`config.mk`:
```
export PLATFORM = sky130hd
export DESIGN_NAME = packet_dedup_fnv_cache_unit
export DESIGN_NICKNAME = d
export VERILOG_FILES = /design/src/rtl/pdfc_pkg.sv /design/src/rtl/pdfc_ram.sv /design/src/rtl/pdfc_ctrl.sv /design/src/rtl/pdfc_datapath.sv /design/src/rtl/packet_dedup_fnv_cache_unit.sv
export SDC_FILE = /design/constraint.sdc
export NUM_CORES = 2
export LEC_CHECK = 0
export BUFFER_PORTS_ARGS = -buffer_cell sky130_fd_sc_hd__buf_4
export CORE_UTILIZATION = 35
export CTS_CLUSTER_SIZE = 16
export DETAILED_ROUTE_END_ITERATION = 10
export PLACE_DENSITY = 0.57
export SLEW_MARGIN = 20
export SYNTH_ARGS = -nofsm -noshare
export SYNTH_HDL_FRONTEND = slang
export SYNTH_SLANG_ARGS = --single-unit
```
`constraint.sdc`:
```
create_clock -name clk -period 7.95 [get_ports clk]
set_input_delay 1.9875 -clock clk [delete_from_list [all_inputs] [get_ports clk]]
set_output_delay 1.9875 -clock clk [all_outputs]
set_load 0.03 [all_outputs]
```
`src/rtl/pdfc_pkg.sv`:
```
// Package for the packet duplicate filter: controller states, command and
// status structs, hash constants and configuration register indexes.
// No dependencies; every other file but pdfc_ram imports it.
package pdfc_pkg;

  localparam logic [31:0] HASH_BASIS = 32'd2166136261;
  localparam logic [31:0] HASH_PRIME = 32'd16777619;
  localparam logic [7:0]  MIN_PATH_FOR_SOURCE = 8'd2;

  localparam int CFG_IDX_W  = 2;
  localparam int CFG_DATA_W = 32;

  localparam logic [CFG_IDX_W-1:0] CFG_IDX_TIMEOUT = 2'd0;
  localparam logic [CFG_IDX_W-1:0] CFG_IDX_TRACE   = 2'd1;
  localparam logic [CFG_IDX_W-1:0] CFG_IDX_DIRECT  = 2'd2;

  localparam logic [31:0] TIMEOUT_RESET = 32'd60000;
  localparam logic [3:0]  TRACE_RESET   = 4'd9;
  localparam logic [1:0]  DIRECT_RESET  = 2'd2;

  typedef enum logic [2:0] {
    ST_IDLE,
    ST_HDR_VER,
    ST_TRACE,
    ST_SCAN,
    ST_SCAN_LAST,
    ST_DONE
  } pdfc_state_t;

  // Commands from the controller to the datapath.
  typedef struct packed {
    logic hdr_load;
    logic byte_fold;
    logic ver_fold;
    logic trace_fold;
    logic scan_clear;
    logic scan_read;
    logic finish;
  } pdfc_cmd_t;

  // Status from the datapath to the controller.
  typedef struct packed {
    logic scan_last;
  } pdfc_status_t;

endpackage

```
`src/rtl/pdfc_ram.sv`:
```
// Generic single-write, single-read RAM with registered read data.
// No dependencies.
module pdfc_ram #(
  parameter int WIDTH = 64,
  parameter int DEPTH = 32
) (
  input  logic                                   clk,
  input  logic                                   we,
  input  logic [(DEPTH > 1 ? $clog2(DEPTH) : 1)-1:0] waddr,
  input  logic [WIDTH-1:0]                       wdata,
  input  logic [(DEPTH > 1 ? $clog2(DEPTH) : 1)-1:0] raddr,
  output logic [WIDTH-1:0]                       rdata
);

  logic [WIDTH-1:0] mem [DEPTH];

  always_ff @(posedge clk) begin
    if (we) begin
      mem[waddr] <= wdata;
    end
    rdata <= mem[raddr];
  end

endmodule

```
`src/rtl/pdfc_ctrl.sv`:
```
// Controller state machine of the packet duplicate filter.
// Depends on pdfc_pkg for the state enum and the command/status structs.
module pdfc_ctrl (
  input  logic                   clk,
  input  logic                   rst_n,
  input  logic                   start,
  input  logic                   in_mode,
  input  logic                   in_last,
  input  pdfc_pkg::pdfc_status_t status,
  output logic                   busy,
  output pdfc_pkg::pdfc_cmd_t    cmd
);
  import pdfc_pkg::*;

  pdfc_state_t state_r, state_nxt;
  logic        last_r, last_nxt;
  logic        accept;

  assign accept = start && (state_r == ST_IDLE);

  always_ff @(posedge clk) begin
    if (!rst_n) begin
      state_r <= ST_IDLE;
      last_r  <= 1'b0;
    end else begin
      state_r <= state_nxt;
      last_r  <= last_nxt;
    end
  end

  always_comb begin
    state_nxt = state_r;
    last_nxt  = accept ? in_last : last_r;
    case (state_r)
      ST_IDLE: begin
        if (start) begin
          if (!in_mode) begin
            state_nxt = ST_HDR_VER;
          end else if (in_last) begin
            state_nxt = ST_TRACE;
          end
        end
      end
      ST_HDR_VER:   state_nxt = last_r ? ST_TRACE : ST_IDLE;
      ST_TRACE:     state_nxt = ST_SCAN;
      ST_SCAN: begin
        if (status.scan_last) begin
          state_nxt = ST_SCAN_LAST;
        end
      end
      ST_SCAN_LAST: state_nxt = ST_DONE;
      ST_DONE:      state_nxt = ST_IDLE;
      default:      state_nxt = ST_IDLE;
    endcase
  end

  always_comb begin
    cmd  = '0;
    busy = 1'b1;
    case (state_r)
      ST_IDLE: begin
        busy          = 1'b0;
        cmd.hdr_load  = start && !in_mode;
        cmd.byte_fold = start && in_mode;
      end
      ST_HDR_VER: cmd.ver_fold = 1'b1;
      ST_TRACE: begin
        cmd.trace_fold = 1'b1;
        cmd.scan_clear = 1'b1;
      end
      ST_SCAN:      cmd.scan_read = 1'b1;
      ST_SCAN_LAST: cmd = '0;
      ST_DONE:      cmd.finish = 1'b1;
      default:      busy = 1'b1;
    endcase
  end

endmodule

```
`src/rtl/pdfc_datapath.sv`:
```
// Datapath of the packet duplicate filter: hash register with one shared
// FNV-1a fold unit, held header, config registers, cache RAM and scan logic.
// Depends on pdfc_pkg and pdfc_ram.
module pdfc_datapath #(
  parameter int CACHE_ENTRIES = 32
) (
  input  logic                              clk,
  input  logic                              rst_n,
  input  pdfc_pkg::pdfc_cmd_t               cmd,
  output pdfc_pkg::pdfc_status_t            status,
  input  logic                              cfg_we,
  input  logic [pdfc_pkg::CFG_IDX_W-1:0]    cfg_index,
  input  logic [pdfc_pkg::CFG_DATA_W-1:0]   cfg_data,
  input  logic [3:0]                        in_payload_type,
  input  logic [1:0]                        in_payload_version,
  input  logic [1:0]                        in_route_type,
  input  logic [7:0]                        in_path_length,
  input  logic                              in_has_transport_code,
  input  logic [15:0]                       in_transport_code,
  input  logic [15:0]                       in_path_head,
  input  logic [31:0]                       in_packet_time,
  input  logic [7:0]                        in_payload_byte,
  output logic                              out_valid,
  output logic                              out_is_duplicate,
  output logic [31:0]                       out_packet_hash,
  output logic [15:0]                       out_source_node,
  output logic [31:0]                       out_duplicate_total
);
  import pdfc_pkg::*;

  localparam int IDX_W = (CACHE_ENTRIES > 1) ? $clog2(CACHE_ENTRIES) : 1;
  localparam logic [IDX_W-1:0] LAST_IDX = IDX_W'(CACHE_ENTRIES - 1);

  // Configuration registers.
  logic [31:0] timeout_r;
  logic [3:0]  trace_code_r;
  logic [1:0]  direct_code_r;

  // Held header and running hash.
  logic [31:0] hash_r, hash_nxt;
  logic [3:0]  h_type_r;
  logic [1:0]  h_ver_r;
  logic [1:0]  h_route_r;
  logic [7:0]  h_plen_r;
  logic        h_has_tc_r;
  logic [15:0] h_tc_r;
  logic [15:0] h_phead_r;
  logic [31:0] h_time_r;

  // Cache bookkeeping.
  logic [CACHE_ENTRIES-1:0] valid_r, valid_nxt;
  logic [IDX_W-1:0]         slot_r, slot_nxt;
  logic [IDX_W-1:0]         scan_idx_r, scan_idx_nxt;
  logic [IDX_W-1:0]         cmp_idx_r;
  logic                     cmp_vld_r;
  logic                     dup_r, dup_nxt;
  logic [31:0]              dup_cnt_r, dup_cnt_nxt;

  // Output registers.
  logic        out_valid_r;
  logic        out_dup_r;
  logic [31:0] out_hash_r;
  logic [15:0] out_src_r;
  logic [31:0] out_total_r;

  // Fold unit.
  logic [31:0] fold_h;
  logic [7:0]  fold_v;
  logic [31:0] fold_res;
  logic        trace_match;

  // Cache RAM.
  logic [63:0] ram_rdata;
  logic [31:0] rd_hash;
  logic [31:0] rd_time;
  logic [31:0] age;
  logic        entry_live;
  logic        expired;
  logic [15:0] src_sel;

  assign trace_match = (h_type_r == trace_code_r) && (h_route_r == direct_code_r);

  always_comb begin
    fold_h = hash_r;
    fold_v = in_payload_byte;
    if (cmd.hdr_load) begin
      fold_h = HASH_BASIS;
      fold_v = {4'd0, in_payload_type};
    end else if (cmd.ver_fold) begin
      fold_v = {6'd0, h_ver_r};
    end else if (cmd.trace_fold) begin
      fold_v = h_plen_r;
    end
  end

  assign fold_res = (fold_h ^ {24'd0, fold_v}) * HASH_PRIME;

  always_comb begin
    hash_nxt = hash_r;
    if (cmd.hdr_load || cmd.byte_fold || cmd.ver_fold) begin
      hash_nxt = fold_res;
    end else if (cmd.trace_fold && trace_match) begin
      hash_nxt = fold_res;
    end else if (cmd.finish) begin
      hash_nxt = HASH_BASIS;
    end
  end

  always_ff @(posedge clk) begin
    if (!rst_n) begin
      timeout_r     <= TIMEOUT_RESET;
      trace_code_r  <= TRACE_RESET;
      direct_code_r <= DIRECT_RESET;
    end else if (cfg_we) begin
      case (cfg_index)
        CFG_IDX_TIMEOUT: timeout_r     <= cfg_data[31:0];
        CFG_IDX_TRACE:   trace_code_r  <= cfg_data[3:0];
        CFG_IDX_DIRECT:  direct_code_r <= cfg_data[1:0];
        default:         timeout_r     <= timeout_r;
      endcase
    end
  end

  always_ff @(posedge clk) begin
    if (!rst_n) begin
      hash_r     <= HASH_BASIS;
      h_type_r   <= '0;
      h_ver_r    <= '0;
      h_route_r  <= '0;
      h_plen_r   <= '0;
      h_has_tc_r <= 1'b0;
      h_tc_r     <= '0;
      h_phead_r  <= '0;
      h_time_r   <= '0;
    end else begin
      hash_r <= hash_nxt;
      if (cmd.hdr_load) begin
        h_type_r   <= in_payload_type;
        h_ver_r    <= in_payload_version;
        h_route_r  <= in_route_type;
        h_plen_r   <= in_path_length;
        h_has_tc_r <= in_has_transport_code;
        h_tc_r     <= in_transport_code;
        h_phead_r  <= in_path_head;
        h_time_r   <= in_packet_time;
      end
    end
  end

  pdfc_ram #(
    .WIDTH (64),
    .DEPTH (CACHE_ENTRIES)
  ) u_cache_ram (
    .clk   (clk),
    .we    (cmd.finish && !dup_r),
    .waddr (slot_r),
    .wdata ({hash_r, h_time_r}),
    .raddr (scan_idx_r),
    .rdata (ram_rdata)
  );

  assign rd_hash = ram_rdata[63:32];
  assign rd_time = ram_rdata[31:0];

  // An entry past the timeout is dropped; only entries that survive can match.
  assign age        = h_time_r - rd_time;
  assign expired    = age > timeout_r;
  assign entry_live = cmp_vld_r && valid_r[cmp_idx_r];

  assign status.scan_last = (scan_idx_r == LAST_IDX);

  always_comb begin
    valid_nxt    = valid_r;
    dup_nxt      = dup_r;
    slot_nxt     = slot_r;
    dup_cnt_nxt  = dup_cnt_r;
    scan_idx_nxt = scan_idx_r;
    if (cmd.scan_clear) begin
      scan_idx_nxt = '0;
      dup_nxt      = 1'b0;
    end else if (cmd.scan_read) begin
      scan_idx_nxt = scan_idx_r + 1'b1;
    end
    if (entry_live) begin
      if (expired) begin
        valid_nxt[cmp_idx_r] = 1'b0;
      end else if (rd_hash == hash_r) begin
        dup_nxt = 1'b1;
      end
    end
    if (cmd.finish) begin
      if (dup_r) begin
        dup_cnt_nxt = dup_cnt_r + 32'd1;
      end else begin
        valid_nxt[slot_r] = 1'b1;
        slot_nxt = (slot_r == LAST_IDX) ? '0 : slot_r + 1'b1;
      end
    end
  end

  always_ff @(posedge clk) begin
    if (!rst_n) begin
      valid_r    <= '0;
      dup_r      <= 1'b0;
      slot_r     <= '0;
      dup_cnt_r  <= '0;
      scan_idx_r <= '0;
      cmp_vld_r  <= 1'b0;
      cmp_idx_r  <= '0;
    end else begin
      valid_r    <= valid_nxt;
      dup_r      <= dup_nxt;
      slot_r     <= slot_nxt;
      dup_cnt_r  <= dup_cnt_nxt;
      scan_idx_r <= scan_idx_nxt;
      cmp_vld_r  <= cmd.scan_read;
      cmp_idx_r  <= scan_idx_r;
    end
  end

  always_comb begin
    if (dup_r) begin
      src_sel = '0;
    end else if (h_has_tc_r) begin
      src_sel = h_tc_r;
    end else if (h_plen_r >= MIN_PATH_FOR_SOURCE) begin
      src_sel = h_phead_r;
    end else begin
      src_sel = '0;
    end
  end

  always_ff @(posedge clk) begin
    if (!rst_n) begin
      out_valid_r <= 1'b0;
    end else begin
      out_valid_r <= cmd.finish;
    end
  end

  always_ff @(posedge clk) begin
    if (cmd.finish) begin
      out_dup_r   <= dup_r;
      out_hash_r  <= hash_r;
      out_src_r   <= src_sel;
      out_total_r <= dup_cnt_nxt;
    end
  end

  assign out_valid           = out_valid_r;
  assign out_is_duplicate    = out_dup_r;
  assign out_packet_hash     = out_hash_r;
  assign out_source_node     = out_src_r;
  assign out_duplicate_total = out_total_r;

endmodule

```
`src/rtl/packet_dedup_fnv_cache_unit.sv`:
```
// Top level of the packet duplicate filter: controller plus datapath.
// Depends on pdfc_pkg, pdfc_ctrl, pdfc_datapath and pdfc_ram.
//
// A packet is one header transaction (in_mode 0) followed by payload byte
// transactions (in_mode 1); the transaction with in_last high closes it and
// yields one result, shown for a single cycle with out_valid high, which the
// receiver cannot stall. A payload byte that does not close the packet leaves
// busy low, and a header that does not close it holds busy high in ST_HDR_VER,
// since the FNV-1a fold unit handles one byte per cycle. Closing scans the cache
// through the single read port of its RAM, one entry per cycle: busy stays high
// through ST_TRACE, ST_SCAN, ST_SCAN_LAST and ST_DONE after a closing payload
// byte (after a closing header, ST_HDR_VER first), and out_valid is high in the
// first cycle in which busy is low again. Configuration writes are taken at any
// clock edge and belong only in cycles where busy is low.
module packet_dedup_fnv_cache_unit #(
  parameter int CACHE_ENTRIES = 32
) (
  input  logic                              clk,
  input  logic                              rst_n,
  input  logic                              start,
  output logic                              busy,
  input  logic                              in_mode,
  input  logic                              in_last,
  input  logic [3:0]                        in_payload_type,
  input  logic [1:0]                        in_payload_version,
  input  logic [1:0]                        in_route_type,
  input  logic [7:0]                        in_path_length,
  input  logic                              in_has_transport_code,
  input  logic [15:0]                       in_transport_code,
  input  logic [15:0]                       in_path_head,
  input  logic [31:0]                       in_packet_time,
  input  logic [7:0]                        in_payload_byte,
  output logic                              out_valid,
  output logic                              out_is_duplicate,
  output logic [31:0]                       out_packet_hash,
  output logic [15:0]                       out_source_node,
  output logic [31:0]                       out_duplicate_total,
  input  logic                              cfg_we,
  input  logic [pdfc_pkg::CFG_IDX_W-1:0]    cfg_index,
  input  logic [pdfc_pkg::CFG_DATA_W-1:0]   cfg_data
);
  import pdfc_pkg::*;

  pdfc_cmd_t    cmd;
  pdfc_status_t status;

  pdfc_ctrl u_ctrl (
    .clk     (clk),
    .rst_n   (rst_n),
    .start   (start),
    .in_mode (in_mode),
    .in_last (in_last),
    .status  (status),
    .busy    (busy),
    .cmd     (cmd)
  );

  pdfc_datapath #(
    .CACHE_ENTRIES (CACHE_ENTRIES)
  ) u_datapath (
    .clk                   (clk),
    .rst_n                 (rst_n),
    .cmd                   (cmd),
    .status                (status),
    .cfg_we                (cfg_we),
    .cfg_index             (cfg_index),
    .cfg_data              (cfg_data),
    .in_payload_type       (in_payload_type),
    .in_payload_version    (in_payload_version),
    .in_route_type         (in_route_type),
    .in_path_length        (in_path_length),
    .in_has_transport_code (in_has_transport_code),
    .in_transport_code     (in_transport_code),
    .in_path_head          (in_path_head),
    .in_packet_time        (in_packet_time),
    .in_payload_byte       (in_payload_byte),
    .out_valid             (out_valid),
    .out_is_duplicate      (out_is_duplicate),
    .out_packet_hash       (out_packet_hash),
    .out_source_node       (out_source_node),
    .out_duplicate_total   (out_duplicate_total)
  );

endmodule

```
; ---- After elaboration in Yosys (flattened, before gate mapping)
; Memory sizes are Yosys's and may differ from the RTL's. A register that Yosys moved wholly into a read port is not among the register bits.
; Index checks and enable logic that the tools add are counted.
; Widths: inputs -> output; s select.
[op_classes]
addsub = 4
n_mul = 1
order_cmp = 6
n_eq_ne = 15
n_mux = 40
bitwise = 6
n_reduce_logical = 22
[ops]
columns = operator, count
row1 = $mux 32, 10
row2 = $add 32x1->32 const B, 1
row3 = $and 32x32->32, 1
row4 = $eq 32x32->1, 1
row5 = $gt 32x32->1, 1
row6 = $mul 32x25->32 const B, 1
row7 = $mux 16, 2
row8 = $not 32->32, 1
row9 = $or 32x32->32, 1
row10 = $sub 32x32->32, 1
row11 = $xor 32x8->32, 1
row12 = $mux 8, 3
row13 = $pmux 3 s5, 1
row14 = $mux 1, 13
row15 = $lt 5x6->1 const B, 2
row16 = $mux 3, 4
row17 = $add 5x1->5 const B, 2
row18 = $demux 1 s5, 2
row19 = $eq 5x5->1 const B, 2
row20 = $ge 5x1->1 const B, 2
row21 = $logic_and 1x1->1, 9
row22 = $ge 8x2->1 const B, 1
row23 = $reduce_and 2->1, 4
row24 = $eq 3x2->1 const B, 2
row25 = 19 further kinds, 26
[word_totals]
reg_bits = 318
ram_bits = 2048
in_bits = 129
out_inout_bits = 83
wordCells = 121
n_memories = 1
[mem_list]
columns = memory, words, word_bits, read_ports, rd_clocked_by_memory_dff, wr, line
row1 = u_datapath.u_cache_ram.mem, 32, 64, 1, 1, 1, pdfc_ram.sv:15  ; logic [WIDTH-1:0] mem [DEPTH];

; ---- Depth between registers and ports, before layout
[logic_depth]
depth_word = 11
depth_mapped = 29
mapped_depth_nobuf = 26

; ---- Hierarchy
; Synthesis repeated with hierarchy kept, for this count alone.
[hier_totals]
cells_unflattened = 5318
area_unflattened_um2 = 100171.1
[modules_own_cells]
columns = mod, instances, cells_per_inst, area_per_inst_um2, seq_area_each_um2
row1 = pdfc_ram, 1, 3097, 78972.0, 62780.2
row2 = pdfc_datapath, 1, 2191, 20943.8, 7096.8
row3 = pdfc_ctrl, 1, 30, 255.2, 80.1

; ---- Worst setup path before layout
; Ideal clock, no wire load.
[synth_path]
path_type = input port to flip-flop
startpoint = input port start
endpoint = register u_datapath.hash_r[31]
setup_ns = 0.122
t_arrival_ns = 7.493
required_ns = 7.828
path_slack_ns = 0.335
stages = 25
n_path_buf = 3
cell_sequence = nand3b_1 -> nand2b_1 -> clkbuf_1 -> clkbuf_1 -> and2_1 -> ha_1 -> ha_1 -> fa_1 -> ha_1 -> fa_1 -> ha_1 -> inv_1 -> fa_1 -> inv_1 -> ha_1 -> clkbuf_1 -> nand4_1 -> nor3_1 -> o221ai_1 -> a31oi_1 -> o211ai_2 -> o21ai_1 -> a21oi_1 -> o211a_1 -> o32a_1
[synth_via]
elab_chain_len = 7
elab_cells_between_ends = 12
classes_between = mul (1) / mux (5) / bitwise (1) / reduce/logical (5)
[synth_rtl]
columns = element, line
row1 = from (decl), packet_dedup_fnv_cache_unit.sv:20  ; input logic start,
row2 = $logic_and 1x1->1, pdfc_ctrl.sv:63  ; cmd.hdr_load = start && !in_mode;
row3 = $mux 2 *, pdfc_ctrl.sv:60  ; case (state_r)
row4 = $mux 32 or $mux 8 (tied branches), pdfc_datapath.sv:86  ; if (cmd.hdr_load) begin
row5 = $xor 32x8->32, pdfc_datapath.sv:96  ; assign fold_res = (fold_h ^ {24'd0, fold_v}) * HASH_PRIME;
row6 = $mul 32x25->32, pdfc_datapath.sv:96
row7 = $mux 32, pdfc_datapath.sv:102  ; end else if (cmd.trace_fold && trace_match) begin
row8 = $mux 32, pdfc_datapath.sv:100  ; if (cmd.hdr_load || cmd.byte_fold || cmd.ver_fold) begin
row9 = to (signal assigned), pdfc_datapath.sv:136  ; hash_r <= hash_nxt;
row10 = to (decl), pdfc_datapath.sv:40  ; logic [31:0] hash_r, hash_nxt;
; Every way passes the cells marked *; elsewhere a longest branch is shown, timed or not.
; A chain may end at the register's enable or synchronous reset.

; ---- Final worst setup path
[layout_path]
startpoint = register u_ctrl.state_r[2]
endpoint = register u_datapath.hash_r[28]
[layout_via]
elab_chain_len = 9
elab_cells_between_ends = 20
classes_between = mul (1) / eq/ne (3) / mux (10) / bitwise (1) / reduce/logical (5)
[layout_rtl]
columns = element, line
row1 = from (decl), pdfc_ctrl.sv:15  ; pdfc_state_t state_r, state_nxt;
row2 = from (signal assigned), pdfc_ctrl.sv:26  ; state_r <= state_nxt;
row3 = $eq 3x2->1, pdfc_ctrl.sv:60
row4 = $mux 2, pdfc_ctrl.sv:60
row5 = $mux 8, pdfc_datapath.sv:91  ; end else if (cmd.trace_fold) begin
row6 = $mux 8, pdfc_datapath.sv:89  ; end else if (cmd.ver_fold) begin
row7 = $mux 8, pdfc_datapath.sv:86
row8 = $xor 32x8->32, pdfc_datapath.sv:96
row9 = $mul 32x25->32, pdfc_datapath.sv:96
row10 = $mux 32, pdfc_datapath.sv:102
row11 = $mux 32, pdfc_datapath.sv:100
; Several ways; a longest one is shown, not always the timed one.

==> results.sh <==
export IMPL_first_pass_grt_wire_length_mm=383
export IMPL_core_area_sq_um=283000
export IMPL_power_share_sequential_pct=37.3
export IMPL_start_util_pct=35.2
export IMPL_ys_warnings_count=0
export IMPL_detail_route_wirelength_mm=269
export IMPL_cp_data_arrival_time_ns=8.07
export IMPL_number_of_remaining_drc_errors=0
export IMPL_via_total_after_detailed_routing=51100
export IMPL_layout_cell_area_non_filler_sq_um=114000
export IMPL_nNetsFinal=6099
export IMPL_max_vdd_ir_drop_mv=0.823
export IMPL_worst_pin_slew_ns=1.20
export IMPL_netSwitchingFraction_pct=31.7
export IMPL_finalCriticalPeriod_ns=7.32
export IMPL_cap_violations=0
export IMPL_rows=195
export IMPL_final_antenna_net_count=0
export IMPL_port_buffer_count=211
export IMPL_die_area_sq_um=286000
export IMPL_ys_ff_latch=2430
export IMPL_clock_tree_htree_level_count=4
export IMPL_vias_per_cell=5.32
export IMPL_slew_headroom_pct=19.5
export IMPL_timing_critical_path_fanout_max=11
export IMPL_largest_family_of_logic_cells_by_synthesized_area="multiplexers"
export IMPL_number_of_global_route_vias_before_repair=53000
export IMPL_synth_mux_area_share_pct=15.5
export IMPL_post_synth_and_or_nand_nor_area_fraction_pct=3.11
export IMPL_internal_power_w=0.0264
export IMPL_ios=212
export IMPL_yosys_cell_count_top_type="edfxtp_1"
export IMPL_final_max_slew_violation_count=0
export IMPL_signed_area_change_from_the_synthesized_netlist_to_the_final_layout_pct=14.9
export IMPL_insertion_delay_ns=0.94
export IMPL_drt_iter0_markers=5456
export IMPL_run_status="finished, final reports clean"
export IMPL_worst_hold_path_type="reg -> reg"
export IMPL_required_ns=8.70
export IMPL_avgSynthCellArea_sq_um=18.9
export IMPL_gr_usage_all_layers_pct=18.6
export IMPL_pwr_share_clk_pct=30.0
export IMPL_power_leakage_nw=38.0
export IMPL_grt_setup_unrepaired="no"
export IMPL_post_placement_setup_slack_ns=-0.241
export IMPL_dpl_hpwl_mm=145
export IMPL_mapped_cells=5262
export IMPL_report_final_hold_viol_count=0
export IMPL_synth_edff_count=2129
export IMPL_upper_clock_frequency_limit_ghz=0.137
export IMPL_power_density_nw_per_um2=338
export IMPL_antenna_violations_before_repair=14
export IMPL_synth_compound_area_share_pct=3.03
export IMPL_synth_largest_area_cell="edfxtp_1"
export IMPL_placedInstanceArea_sq_um=106000
export IMPL_firstDrtPassIters=7
export IMPL_comb_power_share_pct=32.8
export IMPL_ys_top_cells_by_area="edfxtp_1, mux4_2, dfxtp_1, ha_1, fa_1"
export IMPL_global_route_overflow_total=0
export IMPL_final_util_pct=40.5
export IMPL_yosys_cell_types_count=73
export IMPL_cts_max_path_buffers=4
export IMPL_cts_made_buffers=246
export IMPL_synth_top_cell_area_share_pct=64.2
export IMPL_cts_tree="done"
export IMPL_final_setup_skew_ns=0.120
export IMPL_hold_buffer_count_at_cts=0
export IMPL_synth_cell_area_sq_um=99500
export IMPL_postSynth_topFlopCell="edfxtp_1"
export IMPL_floorplan_die_height_um=535
export IMPL_critical_path_end_type="register"
export IMPL_clk_pin_slew_ns=0.07
export IMPL_place_congestion=0.814
export IMPL_synth_xor_xnor_area_share_pct=1.29
export IMPL_setup_ws_ns=0.632
export IMPL_synth_adder_area_share_pct=4.70
export IMPL_r2r_slack_ns=0.63
export IMPL_design_power_total_w=0.0387
export IMPL_post_route_cells_drive_above_1_share_pct=25.9
export IMPL_wire_per_inst_um=28.0
export IMPL_power_net_switching_w=0.0123
export IMPL_post_synth_most_frequent_cells="edfxtp_1, mux4_2, nand2_1"
export IMPL_grt_start_max_net_pins=131
export IMPL_die_width_um=535
export IMPL_worst_hold_slack_ns=0.465
export IMPL_total_number_of_clock_tree_sinks=2430
export IMPL_timing_final_crit_share_pct=92.1
export IMPL_synth_yosys_seq_area_share_pct=70.3
export IMPL_endpoints_failing_setup=0
export IMPL_cts_root_buffer_cell="clkbuf_16"
export IMPL_synthesis_nets=5720
export IMPL_timing_critical_path_from_type="register"
export IMPL_postSynth_asyncResetShare_pct=0
export IMPL_critPathKind="reg -> reg"
[per-layer routing]
metal | vias up | track usage, % | wire, um | share of wire (%)
li1 | 21600 | - | - | -
met1 | 27400 | 26.3 | 117000 | 44
met2 | 1772 | 30.0 | 127000 | 47
met3 | 306 | 3.40 | 18700 | 7.0
met4 | 4 | 4.04 | 5260 | 2.0
met5 | - | 0 | 32 | 0.012
[cells in the final DEF (no fill, tap or decap), types with 51 or more instances in the layout]
| cell | n |
|---|---|
| and2_1 | 69 |
| mux2_2 | 65 |
| a21boi_0 | 120 |
| inv_1 | 253 |
| clkbuf_16 | 248 |
| a21oi_1 | 71 |
| mux4_2 | 650 |
| dfxtp_1 | 289 |
| xor2_1 | 51 |
| nand2_1 | 351 |
| nor2_1 | 71 |
| edfxtp_1 | 2129 |
| buf_4 | 355 |
| fa_1 | 75 |
| ha_1 | 254 |
| clkbuf_1 | 58 |
| o21ai_0 | 87 |
| xnor2_1 | 94 |
[logic make-up after synthesis]
logic type | count (synthesis)
compound gates | 450
xor+xnor | 146
fa+ha+maj | 329
buf+inv | 521
flops | 2430
mux | 724
simple gates | 662
[final timing paths]
kind / start / endpoint / cells after the start
min reg2reg: u_ctrl.last_r$_SDFFE_PN0P_ / u_ctrl.state_r[1]$_SDFFE_PN0P_ / 2
min: u_ctrl.last_r$_SDFFE_PN0P_ / u_ctrl.state_r[1]$_SDFFE_PN0P_ / 2
max reg2reg: u_ctrl.state_r[2]$_SDFFE_PN0P_ / u_datapath.hash_r[28]$_SDFFE_PN0P_ / 26
max: u_ctrl.state_r[2]$_SDFFE_PN0P_ / u_datapath.hash_r[28]$_SDFFE_PN0P_ / 26
[power by group through the flow]
stage                     clock [W]  combinational [W]  sequential [W]
after global routing         0.0122             0.0144          0.0144
after floorplan                   0            0.00929          0.0149
after detailed placement          0             0.0126          0.0147
final                        0.0116             0.0127          0.0144
after global placement            0             0.0126          0.0147
after CTS                    0.0118             0.0127          0.0144
[stage by stage]
| step | instances | setup TNS [ns] |
|---|---|---|
| 6_report | 9591 | 0 |
| 4_1_cts | 9586 | 0 |
| 3_5_place_dp | 9136 | -0.726 |
| 2_1_floorplan | 5262 | 0 |
| 5_1_grt | 9587 | 0 |
| 3_3_place_gp | 9136 | -0.515 |
[critical path: stages, from the launching register on]
cell and delay [ns]:
dfxtp_1 0.52, and2b_1 0.33, nand2b_2 0.39, nand2_1 0.11
a21oi_1 0.18, a21oi_1 0.07, xor2_1 0.16, a21oi_1 0.56
ha_1 0.36, ha_1 0.24, fa_1 0.46, ha_1 0.22
fa_1 0.43, ha_1 0.29, inv_1 0.05, fa_1 0.47
inv_1 0.04, ha_1 0.36, a211o_1 0.34, a211oi_1 0.25
a221oi_1 0.15, a31o_2 0.31, a31oi_4 0.24, o211ai_1 0.16
a31oi_1 0.22, xor2_1 0.15, o21ai_0 0.09
[layout make-up]
cell class	instances	area [sq um]
Inverter	286	1240
Clock inverter	116	1200
Antenna cell	5	12.5
Sequential cell	2430	70000
Tap cell	3743	4680
Multi-Input combinational cell	2311	27600
Timing Repair Buffer	366	2880
Clock buffer	334	6810
Fill cell	25300	168000
[flip-flops by register name, summed over array words and instances, names as in the netlist, 5 cells and up]
name / cells
u_datapath.cmp_idx_r: 5
u_datapath.dup_cnt_r: 32
u_datapath.h_phead_r: 16
u_datapath.h_plen_r: 8
u_datapath.h_tc_r: 16
u_datapath.h_time_r: 32
u_datapath.hash_r: 32
u_datapath.out_duplicate_total: 32
u_datapath.out_packet_hash: 32
u_datapath.out_source_node: 16
u_datapath.scan_idx_r: 5
u_datapath.slot_r: 5
u_datapath.timeout_r: 32
u_datapath.u_cache_ram.mem: 2048
u_datapath.u_cache_ram.rdata: 64
u_datapath.valid_r: 32
[repair_timing]
action | CTS | global route
setup endpoints to repair | 0 | 1
resized for setup | 0 | 1
setup buffers | 0 | 0
Power figures use the tool's default switching activity.
